<file path="src/hdl/point_segment_distance_2d_macros.svh">
// Assertion macros for the point to segment distance block.
`ifndef POINT_SEGMENT_DISTANCE_2D_MACROS_SVH
`define POINT_SEGMENT_DISTANCE_2D_MACROS_SVH
`ifndef SYNTHESIS
`define PSD_ASSERT_IMP(name, ante, cons, msg) \
  name: assert property (@(posedge clk_i) disable iff (!rst_ni) (ante) |-> (cons)) \
    else $error(msg);
`define PSD_ASSERT_NXT(name, ante, cons, msg) \
  name: assert property (@(posedge clk_i) disable iff (!rst_ni) (ante) |=> (cons)) \
    else $error(msg);
`else
`define PSD_ASSERT_IMP(name, ante, cons, msg)
`define PSD_ASSERT_NXT(name, ante, cons, msg)
`endif
`endif

</file>
<file path="src/hdl/psd_pkg.sv">
`timescale 1ns / 1ps
// Shared types and constants of the point to segment distance block.
package psd_pkg;

  localparam int COORD_BITS_DEF = 16;
  localparam int FRAC_BITS_DEF  = 8;
  localparam int DIST_W         = 25;

  typedef enum logic [1:0] {
    REG_START    = 2'd0,
    REG_INTERIOR = 2'd1,
    REG_END      = 2'd2,
    REG_DEGEN    = 2'd3
  } region_e;

  typedef struct packed {
    logic    vld;
    region_e region;
  } tag_t;

endpackage

</file>
<file path="src/hdl/psd_div_cell.sv">
`timescale 1ns / 1ps
// One restoring division cell: develops one quotient bit per item.
module psd_div_cell #(
  parameter int DW = 33,
  parameter int QW = 50
) (
  input  logic          clk_i,
  input  logic          rst_ni,
  input  logic          en_i,
  input  psd_pkg::tag_t tag_i,
  input  logic [DW-1:0] rem_i,
  input  logic [DW-1:0] div_i,
  input  logic [QW-1:0] quo_i,
  output psd_pkg::tag_t tag_o,
  output logic [DW-1:0] rem_o,
  output logic [DW-1:0] div_o,
  output logic [QW-1:0] quo_o
);
  import psd_pkg::*;

  tag_t          tag_q;
  logic [DW-1:0] rem_q, div_q;
  logic [QW-1:0] quo_q;
  logic [DW:0]   cand_w, diff_w;
  logic          ge_w;

  // The word shifts left: a dividend bit leaves at the top, a quotient bit enters below.
  always_comb begin
    cand_w = {rem_i, quo_i[QW-1]};
    diff_w = cand_w - {1'b0, div_i};
    ge_w   = cand_w >= {1'b0, div_i};
  end

  always_ff @(posedge clk_i or negedge rst_ni) begin
    if (!rst_ni) begin
      tag_q <= '0;
    end else if (en_i) begin
      tag_q <= tag_i;
    end
  end

  always_ff @(posedge clk_i) begin
    if (en_i) begin
      rem_q <= ge_w ? diff_w[DW-1:0] : cand_w[DW-1:0];
      div_q <= div_i;
      quo_q <= {quo_i[QW-2:0], ge_w};
    end
  end

  assign tag_o = tag_q;
  assign rem_o = rem_q;
  assign div_o = div_q;
  assign quo_o = quo_q;

endmodule

</file>
<file path="config.mk">
export PLATFORM = sky130hd
export DESIGN_NAME = psd_div_cell
export DESIGN_NICKNAME = d
export VERILOG_FILES = /design/src/hdl/point_segment_distance_2d_macros.svh /design/src/hdl/psd_pkg.sv /design/src/hdl/psd_div_cell.sv
export SDC_FILE = /design/constraint.sdc
export NUM_CORES = 1
export LEC_CHECK = 0
export BUFFER_PORTS_ARGS = -buffer_cell sky130_fd_sc_hd__buf_4
export CAP_MARGIN = 20
export CORE_MARGIN = 5
export CORE_UTILIZATION = 44
export DETAILED_ROUTE_END_ITERATION = 10
export GPL_TIMING_DRIVEN = 0
export PLACE_DENSITY = 0.78
export SLEW_MARGIN = 20
export SYNTH_ARGS = -nofsm -noshare
export SYNTH_HDL_FRONTEND = slang
export SYNTH_SLANG_ARGS = --single-unit
export TNS_END_PERCENT = 1
</file>
<file path="constraint.sdc">
create_clock -name clk_i -period 0.8 [get_ports clk_i]
set_input_delay 0.04 -clock clk_i [delete_from_list [all_inputs] [get_ports clk_i]]
set_output_delay 0.04 -clock clk_i [all_outputs]
set_load 0.02 [all_outputs]
</file>
After elaboration in Yosys (flattened, before gate mapping) --
Index checks and enable logic that the tools add are counted.
Storage, ports and cells: bits in registers 119, bits of input ports 122, output and inout bits 119
Cells by class: $add $sub $neg 1, magnitude comparators 1, mux-type cells 1
Operators with widths (number):
- greater-or-equal comparator 34 x 33 -> 1 bit | 1
- 2-to-1 mux 33 bit | 1
- subtractor 33 bit | 1

Logic depth before layout (Yosys ltp) --
depth in word-level cells 2, mapped depth 14, gate-level depth less buffers 12

Worst setup path after synthesis --
No wires, ideal clock.
path kind input to register, from input quo_i[49], to register rem_q[1], in the netlist rem_o[1] (data pin), library setup time 260 ps, data arrival time 2340 ps, path slack -1800 ps, stages 12, cells stage by stage inv_1 > ha_1 > inv_1 > fa_1 > a21o_1 > a221o_2 > a21oi_2 > o41a_4 > o31ai_4 > a41oi_2 > buf_6 > mux2_4
Between the ends: word-level cells in the longest chain between the ends 2, elaborated cells on any way between the ends 3, classes of those cells 1 x add/sub; 1 x order compare; 1 x mux
Ends and longest elaborated chain:
- start, declared | RTL line psd_div_cell.sv:13 | input logic [QW-1:0] quo_i,
- subtractor 33 bit / greater-or-equal comparator 34 x 33 -> 1 bit (equally long branches) | RTL line psd_div_cell.sv:30, psd_div_cell.sv:31
- 2-to-1 mux 33 bit * | RTL line psd_div_cell.sv:44 | rem_q <= ge_w ? diff_w[DW-1:0] : cand_w[DW-1:0];
- end signal, assigned | RTL line psd_div_cell.sv:44
- end, declared | RTL line psd_div_cell.sv:22 | logic [DW-1:0] rem_q, div_q;
Every way passes the cells marked *; elsewhere a longest branch is shown, timed or not. A chain may end at the register's enable or synchronous reset.

Worst setup path after layout --
Ends and elaborated chain as after synthesis.

==> qor.yml <==
power:
  p_switching_mw: 6.14
  ir_drop_uv: 1130
  leakagePower_nw: 4.50
  clkPwrFrac_pct: 34.8
  intPower_mw: 15.1
  pwr-share-comb_pct: 27.5
  p_total_mw: 21.2
  power_density_mw_per_mm2: 2030
  seq_power_share_pct: 37.7
  p_sw_share_pct: 28.9
finish:
  fin_area_mm2: 0.0104
  drive_above_1_share_pct: 37.8
  nets: 1031
  fill_cells: 747
  syn_to_final_growth_pct: 74.2
  multiInputGateArea_mm2: 0.00227
  mostFrequentLayoutCells: "buf_4 (128), buf_6 (123), dlygate4sd3_1 (120)"
  final_common_cell: "buf_4"
  diodes: 0
  fin_cells: 1063
  fin_util_pct: 78.6
  register_area_mm2: 0.00356
place:
  pre_cts_slack_ns: -2.43
  gp_congestion: 0.883
  postPlaceCellArea_mm2: 0.00806
  io_buffers: 240
  hpwl_mm: 13.5
  dp_cells: 904
floorplan:
  ios: 241
  dieArea_mm2: 0.0161
  die_w_um: 127
  start_util_pct: 45.1
  core-area_mm2: 0.0133
  rows: 42
  die_height_um: 127
grt:
  antenna_found_initial: 0
  grt_start_max_net_pins: 120
  grt_pass1_wl_mm: 33.7
  grt_overflow_total: 0
  track_usage_pct: 27.3
  grt_pass1_vias: 5854
logic_synthesis:
  seq_area_frac_synth_pct: 59.3
  ys_warn_count: 0
  synth_area_leader_cell: "edfxtp_1"
  syn_area_per_cell_um2: 12.3
  synth_cell_types: 53
  async_reset_ff_share_pct: 2.52
  syn_inst: 488
  synth_top_area_share_pct: 58.1
  yosys-top-cells-area: "edfxtp_1 (58%), ha_1 (6.9%), nand2_1 (3.6%)"
  synthFlopType: "edfxtp_1"
  syn_area_mm2: 0.00600
  synth_edf_count: 116
  syn-num-nets: 644
  ys_seq_elements: 119
timing:
  worst_pin_slew_ns: 0.705
  clock.fmax_mhz: 435
  setup_violations: 154
  setup_ws_ns: -1.50
  worst_clock_skew_ns: 0
  report.final.slew_viol_count: 0
  rsz0062_at_grt: "yes"
  hold_viol: 0
  fin_setup_tns_ns: -72.39
  post-route-period-util_pct: 288
  hold-worst-slack_ns: 0.0656
  maxSlewHeadroom_pct: 53.0
  finalCriticalPeriod_ns: 2.30
clock_network:
  cts_buffers: 17
  cts_root_buf: "clkbuf_16"
  clkLatencyLatePin_ns: 0.41
  htree_levels: 4
  clockBufferDepth: 2
  cts.sinks: 119
  path_clk_slew_ns: 0.06
  cts_tree: "built"
hold_path:
  worstHoldPathType: "input pin to flip-flop"
  worstHoldStart: "en_i"
job:
  maxCapViolCount: 0
critical_path:
  cp-startpoint: "quo_i[49]"
  critPathArrivalTime_ns: 2.47
  criticalPathCategory: "input pin to flip-flop"
  startpoint_type: "input pin"
  timing.rr.start: "tag_o[1]$_DFFE_PN0P_"
  cp_max_fo: 5
  cp-end-kind: "flip-flop"
  cp.required_ns: 0.97
routing:
  drt-pass1-iter-count: 5
  routed_wl_mm: 22.3
  drc_errors: 0
  drtIter0Drc: 367
  wire_per_inst_um: 21.0
  ant_nets: 0
  via_per_inst: 5.31
  vias: 5646
status:
  violations: "setup timing"
  status: "complete, but fails checks"
synthesized netlist by cell type, types with 2 or more instances:
| cell | n |
|---|---|
| a21oi_1 | 34 |
| mux2_2 | 3 |
| nor4_1 | 4 |
| inv_1 | 43 |
| or3_1 | 2 |
| dfrtp_1 | 3 |
| a211oi_1 | 4 |
| clkbuf_1 | 8 |
| o21ai_0 | 26 |
| a21o_1 | 10 |
| o211ai_1 | 3 |
| nand2b_1 | 4 |
| nand3_1 | 8 |
| edfxtp_1 | 116 |
| and3_1 | 7 |
| o21ai_2 | 18 |
| a31oi_1 | 3 |
| nor3_1 | 5 |
| ha_1 | 33 |
| o21bai_1 | 8 |
| xor2_1 | 12 |
| nand4_1 | 3 |
| nand2_1 | 58 |
| xnor2_1 | 16 |
| o31ai_1 | 5 |
| buf_6 | 6 |
| o21a_1 | 4 |
| a21boi_0 | 3 |
| nor2_1 | 15 |
power by group through the flow:
stage | clock network (mW) | registers [mW] | logic, mW
after global placement | 0 | 7.92 | 4.55
after global routing | 7.77 | 8.03 | 6.16
after detailed placement | 0 | 7.94 | 4.62
after CTS | 7.36 | 7.94 | 5.59
after floorplan | 0 | 8.74 | 1.74
final | 7.38 | 7.99 | 5.83
area by class of cell:
type / instances / area share, %
clock inverter: 13 / 1.27
clock buffer: 18 / 4.11
tap: 176 / 2.11
inverter: 43 / 1.67
multi-input combinational: 311 / 21.8
timing repair buffer: 369 / 33.9
buffer: 14 / 1.10
sequential: 119 / 34.1
path summary, 6_finish.rpt:
kind,endpoint,slack [ns],depth (start not counted)
max reg2reg,tag_o[1]$_DFFE_PN0P_,-0.01,1
min reg2reg,tag_o[2]$_DFFE_PN0P_,0.58,1
min,quo_o[22]$_DFFE_PP_,0.07,1
max,rem_o[1]$_DFFE_PP_,-1.50,13
min in group asynchronous,tag_o[1]$_DFFE_PN0P_,0.56,3
max in group asynchronous,tag_o[0]$_DFFE_PN0P_,0.05,3
sequential cells by signal, indices dropped and copies added, names as in the netlist:
signal and count:
quo_o 50, div_o 33, rem_o 33, tag_o 3
kinds of logic (layout without fill, tap and decap cells):
| logic type | Yosys count | after routing | synth area share (%) |
|---|---|---|---|
| fa+ha+maj | 34 | 34 | 7.22 |
| xor+xnor | 28 | 28 | 4.09 |
| buf+inv | 58 | 457 | 4.40 |
| compound gates | 136 | 136 | 16.0 |
| simple gates | 109 | 109 | 8.16 |
| mux | 4 | 4 | 0.814 |
| flops | 119 | 119 | 59.3 |
critical path: stages:
cell	delay, ns
buf_12	0.11
inv_12	0.04
ha_4	0.12
inv_2	0.04
fa_2	0.35
a21o_1	0.22
a221o_2	0.42
a21oi_4	0.16
o41a_4	0.17
o31ai_4	0.07
a41oi_2	0.23
buf_6	0.19
mux2_4	0.30
timing repair:
| action | CTS | global route |
|---|---|---|
| gates resized for setup | 136 | 21 |
| hold buffers | 120 | 0 |
| pin swaps | 14 | 7 |
| buffers inserted | 6 | 2 |
| endpoints found under the hold margin | 121 | 0 |
| gates cloned | 1 | 0 |
| endpoints found under the setup margin | 220 | 156 |
layer usage:
| metal | part of all wire (%) | track usage (%) | up-vias |
|---|---|---|---|
| met5 | 0 | 0 | - |
| met3 | 6.3 | 6.31 | 46 |
| li1 | - | - | 2589 |
| met1 | 37 | 30.1 | 2755 |
| met4 | 2.7 | 8.20 | 0 |
| met2 | 53 | 51.7 | 256 |
No activity file was read; power rests on OpenSTA's default activity.
