### src/hdl/point_segment_distance_2d_macros.svh
// Assertion macros for the point to segment distance block.
`ifndef POINT_SEGMENT_DISTANCE_2D_MACROS_SVH
`define POINT_SEGMENT_DISTANCE_2D_MACROS_SVH
`ifndef SYNTHESIS
`define PSD_ASSERT_IMP(name, ante, cons, msg) \
  name: assert property (@(posedge clk_i) disable iff (!rst_ni) (ante) |-> (cons)) \
    else $error(msg);
`define PSD_ASSERT_NXT(name, ante, cons, msg) \
  name: assert property (@(posedge clk_i) disable iff (!rst_ni) (ante) |=> (cons)) \
    else $error(msg);
`else
`define PSD_ASSERT_IMP(name, ante, cons, msg)
`define PSD_ASSERT_NXT(name, ante, cons, msg)
`endif
`endif

### src/hdl/psd_pkg.sv
`timescale 1ns / 1ps
// Shared types and constants of the point to segment distance block.
package psd_pkg;

  localparam int COORD_BITS_DEF = 16;
  localparam int FRAC_BITS_DEF  = 8;
  localparam int DIST_W         = 25;

  typedef enum logic [1:0] {
    REG_START    = 2'd0,
    REG_INTERIOR = 2'd1,
    REG_END      = 2'd2,
    REG_DEGEN    = 2'd3
  } region_e;

  typedef struct packed {
    logic    vld;
    region_e region;
  } tag_t;

endpackage

### src/hdl/psd_sqrt_cell.sv
`timescale 1ns / 1ps
// One digit-by-digit square root cell: develops one root bit per item.
module psd_sqrt_cell #(
  parameter int RW = 25,
  parameter int QW = 50
) (
  input  logic          clk_i,
  input  logic          rst_ni,
  input  logic          en_i,
  input  psd_pkg::tag_t tag_i,
  input  logic [RW+1:0] rem_i,
  input  logic [RW-1:0] root_i,
  input  logic [QW-1:0] val_i,
  output psd_pkg::tag_t tag_o,
  output logic [RW+1:0] rem_o,
  output logic [RW-1:0] root_o,
  output logic [QW-1:0] val_o
);
  import psd_pkg::*;

  tag_t          tag_q;
  logic [RW+1:0] rem_q;
  logic [RW-1:0] root_q;
  logic [QW-1:0] val_q;
  logic [RW+3:0] cand_w, trial_w, diff_w;
  logic          ge_w;

  // Two radicand bits enter per step; the trial subtrahend is 4*root + 1.
  always_comb begin
    cand_w  = {rem_i, val_i[QW-1:QW-2]};
    trial_w = {2'b00, root_i, 2'b01};
    diff_w  = cand_w - trial_w;
    ge_w    = cand_w >= trial_w;
  end

  always_ff @(posedge clk_i or negedge rst_ni) begin
    if (!rst_ni) begin
      tag_q <= '0;
    end else if (en_i) begin
      tag_q <= tag_i;
    end
  end

  always_ff @(posedge clk_i) begin
    if (en_i) begin
      rem_q  <= ge_w ? diff_w[RW+1:0] : cand_w[RW+1:0];
      root_q <= {root_i[RW-2:0], ge_w};
      val_q  <= val_i << 2;
    end
  end

  assign tag_o  = tag_q;
  assign rem_o  = rem_q;
  assign root_o = root_q;
  assign val_o  = val_q;

endmodule

### config.mk
export PLATFORM = sky130hd
export DESIGN_NAME = psd_sqrt_cell
export DESIGN_NICKNAME = d
export VERILOG_FILES = /design/src/hdl/point_segment_distance_2d_macros.svh /design/src/hdl/psd_pkg.sv /design/src/hdl/psd_sqrt_cell.sv
export SDC_FILE = /design/constraint.sdc
export NUM_CORES = 1
export LEC_CHECK = 0
export ABC_AREA = 0
export ABC_CLOCK_PERIOD_IN_PS = 1000
export BUFFER_PORTS_ARGS = -buffer_cell sky130_fd_sc_hd__buf_2
export CAP_MARGIN = 25
export CORE_MARGIN = 3
export CORE_UTILIZATION = 48
export DETAILED_ROUTE_END_ITERATION = 8
export HOLD_SLACK_MARGIN = 0.1
export PLACE_DENSITY = 0.8
export SLEW_MARGIN = 20
export SYNTH_ARGS = -nofsm -noshare
export SYNTH_HDL_FRONTEND = slang
export SYNTH_SLANG_ARGS = --single-unit
export TNS_END_PERCENT = 30
### constraint.sdc
create_clock -name clk_i -period 1 [get_ports clk_i]
set_clock_uncertainty 0.1 [all_clocks]
set_input_delay 0.25 -clock clk_i [delete_from_list [all_inputs] [get_ports clk_i]]
set_output_delay 0.25 -clock clk_i [all_outputs]
set_load 0.005 [all_outputs]
# == Yosys cells after proc, flatten, opt, wreduce, memory -nomap -nowiden ==
# Index checks and enable logic that the tools add are counted.
# Widths: inputs -> output; s select.
# word_totals
ff_bits,103
input_bits,108
out_inout_bits,105
wordCells,8
# classes
add_sub_neg,1
n_lt_le_gt_ge,1
mux,1
# ops
operator,count
$ge 29x27->1,1
$mux 27,1
$sub 27x27->27,1

# == Logic depth before layout (Yosys ltp) ==
# Gate-level depths: netlist of the first run.
# depth
word_depth,2
ltp_mapped,13
depth_no_buf,10

# == Worst setup path before layout of the first run ==
# OpenSTA, ideal clock, no wires.
# synth_timing
kind,in2reg
start,input port root_i[14]
end,"register rem_q[10], in the netlist rem_o[10], data pin"
setup_time_ps,260
t_arrival_ps,2666
required_ps,640
setup_slack_ps,-2026
stages,12
path_buffers,2
cell_sequence,inv_1 ha_1 and3_4 and2_4 a221oi_2 o31ai_2 a41oi_2 o31ai_1 a2111o_1 buf_6 buf_12 mux2_4
# synth_via
elab_chain_cells,2
# synth_rtl
item,line_no,source
"start, declared",psd_sqrt_cell.sv:12,"input logic [RW-1:0] root_i,"
$ge 29x27->1,psd_sqrt_cell.sv:33,ge_w = cand_w >= trial_w;
$mux 27,psd_sqrt_cell.sv:46,rem_q <= ge_w ? diff_w[RW+1:0] : cand_w[RW+1:0];
"end signal, assigned",psd_sqrt_cell.sv:46,
"end, declared",psd_sqrt_cell.sv:22,logic [RW+1:0] rem_q;
# Every way passes these cells.
# A chain may end at the register's enable or synchronous reset.

# == Worst setup path after layout of the first run ==
# layout_timing
start,input port root_i[12]
end,"register rem_q[10], in the netlist rem_o[10], data pin"
# Same word-level chain as after synthesis.

==> results of run 1 <==
## metrics by stage
step | total power, W | util (%)
2_1_floorplan | 0.00681 | -
3_3_place_gp | 0.00820 | 71.0
3_5_place_dp | 0.00831 | 71.0
4_1_cts | 0.0110 | 80.7
5_1_grt | 0.0117 | 83.0
6_report | 0.0112 | 83.0
## layout make-up
class / count / area (sq um) / area share, %
clock buffer: 11 / 131 / 1.58
clock inverter: 5 / 41.3 / 0.495
inverter: 40 / 165 / 1.98
multi-input combinational: 214 / 2030 / 24.4
sequential: 103 / 3080 / 36.9
tap: 133 / 166 / 2.00
timing repair buffer: 395 / 2720 / 32.6
## report_power, final
part           total [W]  internal (W)  leakage (nW)  switching (W)
Clock            0.00245      0.000937        0.0858        0.00151
Sequential       0.00541       0.00526          1.01       0.000141
Combinational    0.00334       0.00186          2.73        0.00148
Total             0.0112       0.00806          3.83        0.00313
## timing repair
action / in CTS / in global routing
gates resized for setup: 7 / 38
hold endpoints to repair: 87 / 1
gates cloned: 0 / 1
endpoints found under the setup margin: 131 / 133
setup buffers: 2 / 3
## synthesized netlist by cell type, types with 5 or more instances
| cell type | instances | area share (%) |
|---|---|---|
| nand2_1 | 12 | 0.88 |
| clkbuf_1 | 5 | 0.37 |
| a21o_1 | 7 | 1.0 |
| nor2_1 | 13 | 0.96 |
| xor2_1 | 8 | 1.4 |
| inv_1 | 40 | 2.9 |
| o21bai_1 | 5 | 0.74 |
| edfxtp_1 | 100 | 59 |
| o21ai_0 | 6 | 0.59 |
| nand4_1 | 9 | 1.1 |
| xnor2_1 | 17 | 2.9 |
| a21oi_1 | 24 | 2.4 |
| mux2_2 | 11 | 2.4 |
| ha_1 | 27 | 6.6 |
| mux2_4 | 15 | 4.4 |
## worst paths after layout
| check | slack [ps] | end |
|---|---|---|
| worst min-delay path | 100 | tag_o[0]$_DFFE_PN0P_ |
| worst max register to register | 70 | tag_o[0]$_DFFE_PN0P_ |
| min in group clk_i | 100 | rem_o[9]$_DFFE_PP_ |
| worst min register to register | 440 | tag_o[2]$_DFFE_PN0P_ |
| worst max-delay path | -1610 | rem_o[10]$_DFFE_PP_ |
| max in group asynchronous | 570 | tag_o[1]$_DFFE_PN0P_ |
## layer usage
| metal | global-route usage [%] | vias to the layer above | part of all wire, % |
|---|---|---|---|
| met2 | 49.0 | 248 | 51 |
| met4 | 7.39 | 0 | 3.1 |
| met1 | 33.6 | 2202 | 38 |
| li1 | - | 2151 | - |
| met5 | 0 | - | 0 |
| met3 | 6.45 | 44 | 7.9 |
## registers in the layout, indices dropped and copies added, names as in the netlist
name	count
root_o	25
tag_o	3
rem_o	27
val_o	48
## placed cells by master (no fill, tap or decap), types with 10 or more instances in the layout
cell / instances
nand2_1: 11
dlygate4sd3_1: 75
buf_2: 207
nor2_1: 12
edfxtp_1: 100
buf_4: 105
mux2_4: 16
xnor2_1: 16
ha_4: 13
ha_1: 13
a21oi_1: 20
inv_1: 31
mux2_2: 10
## critical path, stage by stage
cell and delay, ps:
buf_12 90, inv_12 30, ha_4 230, and3_4 180, and2_4 160, a221oi_4 310
o31ai_4 120, a41oi_2 170, o31ai_1 90, a2111o_1 490, buf_8 210, mux2_4 300
## cell families after synthesis
group | synth area share (%)
DFF | 60.5
and+or+nand+nor | 5.53
AOI/OAI and AO/OA | 10.5
buffers and inverters | 5.04
adders and majority gates | 6.64
other | 0.0737
muxes | 7.45
xor gates and xnor gates | 4.30
==> results.sh, run 1 <==
export IMPL_status="finished with violations"
export IMPL_violations="negative setup slack"
export IMPL_fillCellCount=526
export IMPL_powerDensity_nw_per_um2=1340
export IMPL_syn2layout_area_growth_pct=63.8
export IMPL_post_place_ws_ps=-2000
export IMPL_remaining_drc_errors=0
export IMPL_ant_nets=0
export IMPL_wl_per_cell_um=19.2
export IMPL_dp_hpwl_um=11800
export IMPL_worst_endpoint_arrival_ps=2640
export IMPL_cts_root_buffer="clkbuf_8"
export IMPL_fin_area_sq_um=8340
export IMPL_grt_start_max_net_pins=42
export IMPL_vias=4645
export IMPL_ys_ff_latch=103
export IMPL_setup_tns_ps=-68440
export IMPL_final_hold_viol_count=0
export IMPL_path_clk_slew_ps=110
export IMPL_yosys_warnings=0
export IMPL_syn_inst=369
export IMPL_grt_pass1_wl_um=24800
export IMPL_cts_tree="yes"
export IMPL_syn_area_sq_um=5090
export IMPL_drv_cap=0
export IMPL_hold_class="in2async"
export IMPL_dr_first_iter_drc_count=234
export IMPL_syn_area_per_cell_sq_um=13.8
export IMPL_peakVddDrop_v=0.000806
export IMPL_ys_seq_area_share_pct=60.5
export IMPL_grt_antenna_before_repair=0
export IMPL_clkSinkCount=103
export IMPL_placed_area_sq_um=7130
export IMPL_grt_usage_pct=27.6
export IMPL_pin_count=213
export IMPL_grt_overflow=0
export IMPL_ff2ff_path_depth=1
export IMPL_max_freq_mhz=383
export IMPL_cts_buffer_depth=2
export IMPL_whs_ps=99.6
export IMPL_reg2reg_from="tag_o[0]$_DFFE_PN0P_"
export IMPL_cts_hold_buf=76
export IMPL_synth_enable_flop_cells=100
export IMPL_setup_viol=132
export IMPL_setup_slack_ps=-1610
export IMPL_n_antenna_cell=0
export IMPL_cts_buffers=9
export IMPL_core_region_area_sq_um=10000
export IMPL_row_count=36
export IMPL_crit_required_ps=1030
export IMPL_fin_crit_sh_pct=261
export IMPL_critPathLaunch="root_i[12]"
export IMPL_htreeDepth=3
export IMPL_leakagePower_nw=3.83
export IMPL_start_kind="primary input"
export IMPL_wl_um=17300
export IMPL_via_per_inst=5.16
export IMPL_path_class="in2reg"
export IMPL_post_place_cells=804
export IMPL_period_minus_slack_ps=2610
export IMPL_clk_latency_ps=370
export IMPL_nets=898
export IMPL_async_flop_share_pct=2.91
export IMPL_rsz0062_at_grt="yes"
export IMPL_start_util_pct=50.7
export IMPL_cp_end_kind="register"
export IMPL_die_w_um=109
export IMPL_drtPass1Iterations=5
export IMPL_ys_flop_type="edfxtp_1"
export IMPL_die_height_um=109
export IMPL_io_buffer_count=210
export IMPL_slew_violations=0
export IMPL_grt_pass1_vias=4760
export IMPL_path_max_fanout=13
export IMPL_instances_no_fill=901
export IMPL_drive_gt1_share_pct=53.3
export IMPL_yosysUniqueCellTypes=54
export IMPL_dieArea_sq_um=11900
export IMPL_gp_congestion=0.857
Note: power is estimated with default switching activity, not from simulation.
==> inputs of run 2 (changes only) <==
--- a/config.mk
+++ b/config.mk
@@ -6,14 +6,15 @@
 export NUM_CORES = 1
 export LEC_CHECK = 0
 export ABC_AREA = 0
-export ABC_CLOCK_PERIOD_IN_PS = 1000
+export ABC_CLOCK_PERIOD_IN_PS = 3340
 export BUFFER_PORTS_ARGS = -buffer_cell sky130_fd_sc_hd__buf_2
 export CAP_MARGIN = 25
 export CORE_MARGIN = 3
-export CORE_UTILIZATION = 48
+export CORE_UTILIZATION = 40
 export DETAILED_ROUTE_END_ITERATION = 8
+export GPL_TIMING_DRIVEN = 1
 export HOLD_SLACK_MARGIN = 0.1
-export PLACE_DENSITY = 0.8
+export PLACE_DENSITY = 0.69
 export SLEW_MARGIN = 20
 export SYNTH_ARGS = -nofsm -noshare
 export SYNTH_HDL_FRONTEND = slang
==> constraint.sdc (replaced) <==
create_clock -name clk_i -period 3.34 [get_ports clk_i]
set_clock_uncertainty 0.1 [all_clocks]
set_input_delay 0.835 -clock clk_i [delete_from_list [all_inputs] [get_ports clk_i]]
set_output_delay 0.835 -clock clk_i [all_outputs]
set_load 0.005 [all_outputs]
==> results.sh, run 2 (same netlist as run 1, synthesis figures left out) <==
export IMPL_hold_class="in2async"
export IMPL_grt_overflow=0
export IMPL_worst_pin_slew_ps=547
export IMPL_die_w_um=119
export IMPL_path_max_fanout=8
export IMPL_fillCellCount=1014
export IMPL_drv_cap=0
export IMPL_gp_congestion=0.929
export IMPL_path_clk_slew_ps=70
export IMPL_n_antenna_cell=0
export IMPL_final_hold_viol_count=0
export IMPL_placed_area_sq_um=6960
export IMPL_dr_first_iter_drc_count=245
export IMPL_cts_hold_buf=0
export IMPL_setup_viol=0
export IMPL_start_kind="primary input"
export IMPL_worst_endpoint_arrival_ps=3310
export IMPL_mostFrequentLayoutCells="200 x buf_2, 100 x edfxtp_1, 85 x buf_4, 34 x inv_1, 20 x a21oi_1"
export IMPL_path_class="in2reg"
export IMPL_crit_required_ps=3340
export IMPL_fin_util_pct=61.8
export IMPL_cts_root_buffer="clkbuf_16"
export IMPL_via_per_inst=4.81
export IMPL_ant_nets=0
export IMPL_pin_count=213
export IMPL_drive_gt1_share_pct=56.3
export IMPL_reg2reg_slack_ps=2500
export IMPL_grt_start_max_net_pins=46
export IMPL_io_buffer_count=210
export IMPL_nets=803
export IMPL_dieArea_sq_um=14100
export IMPL_post_place_ws_ps=-248
export IMPL_grt_pass1_wl_um=21400
export IMPL_die_height_um=119
export IMPL_largest_register_ffs=48
export IMPL_cts_tree="yes"
export IMPL_whs_ps=168
export IMPL_peakVddDrop_v=0.000230
export IMPL_slew_violations=0
export IMPL_status="completed"
export IMPL_cp_end_kind="register"
export IMPL_dp_hpwl_um=11000
export IMPL_core_region_area_sq_um=12200
export IMPL_setup_tns_ps=0
export IMPL_fin_crit_sh_pct=99.0
export IMPL_syn2layout_area_growth_pct=48.4
export IMPL_period_minus_slack_ps=3310
export IMPL_grt_pass1_vias=4298
export IMPL_cts_buffer_depth=2
export IMPL_clkSinkCount=103
export IMPL_wl_per_cell_um=16.7
export IMPL_clk_latency_ps=350
export IMPL_remaining_drc_errors=0
export IMPL_mostFrequentLayoutCell="buf_2"
export IMPL_max_freq_mhz=302
export IMPL_powerDensity_nw_per_um2=466
export IMPL_rsz0062_at_grt="yes"
export IMPL_grt_antenna_before_repair=2
export IMPL_setup_slack_ps=33.0
export IMPL_drtPass1Iterations=4
export IMPL_row_count=40
export IMPL_vias=4043
export IMPL_slew_limit_headroom_pct=63.5
export IMPL_grt_usage_pct=19.4
export IMPL_wl_um=14000
export IMPL_htreeDepth=3
export IMPL_cts_buffers=9
export IMPL_fin_area_sq_um=7550
export IMPL_leakagePower_nw=3.46
export IMPL_start_util_pct=41.7
-- run 2: cell count changes in the layout (fill, tap and decap cells not counted), sizes merged --
cell	before	now
dlygate4sd3	75	0
buf	318	300
inv	42	45
dlymetal6s4s	1	0
clkbuf	12	10
clkinvlp	1	0
clkinv	2	1
-- run 2: area by class of cell --
class	count	area, sq um	share of cell area, %
clock inverter	6	57.6	0.762
multi-input combinational	214	1960	26.0
inverter	40	170	2.25
sequential	103	3080	40.8
tap	168	210	2.78
clock buffer	10	239	3.16
timing repair buffer	300	1830	24.3
-- run 2: routing by layer --
metal	global-route usage [%]	wire, um
met1	21.2	5410
met2	34.9	7280
met3	6.79	1070
met4	6.23	248
met5	0	27
-- run 2: path summary, 6_finish.rpt --
| kind | cells after the start | end | startpoint |
|---|---|---|---|
| max reg2reg | 1 | tag_o[0]$_DFFE_PN0P_ | tag_o[0]$_DFFE_PN0P_ |
| min | 1 | tag_o[0]$_DFFE_PN0P_ | rst_ni |
| max in group asynchronous | 1 | tag_o[1]$_DFFE_PN0P_ | rst_ni |
| min reg2reg | 1 | tag_o[2]$_DFFE_PN0P_ | tag_o[2]$_DFFE_PN0P_ |
| max | 12 | rem_o[21]$_DFFE_PP_ | rem_i[14] |
| min in group clk_i | 1 | tag_o[2]$_DFFE_PN0P_ | tag_o[2]$_DFFE_PN0P_ |
-- run 2: timing repair --
action                     in CTS  in global routing
setup endpoints to repair       0                 23
resized for setup               0                 48
buffers inserted                0                 12
-- run 2: critical path, stage by stage --
cell	delay (ps)
buf_6	100
ha_4	240
and3_4	180
and2_4	160
a221oi_4	290
o31ai_4	120
a41oi_2	230
o31ai_2	110
a2111o_1	460
buf_6	150
buf_12	140
mux2_4	290
-- run 2: through the flow --
stage,power [W],cells
6_report,0.00352,841
5_1_grt,0.00368,841
4_1_cts,0.00350,828
3_5_place_dp,0.00245,812
3_3_place_gp,0.00243,812
2_1_floorplan,0.00204,370
-- run 2: where the power goes --
part,switching (W),leakage (nW),total [W],internal [W]
Clock,0.000497,0.148,0.00104,0.000546
Combinational,0.000391,2.30,0.000867,0.000476
Sequential,0.0000309,1.01,0.00161,0.00158
Total,0.000919,3.46,0.00352,0.00260
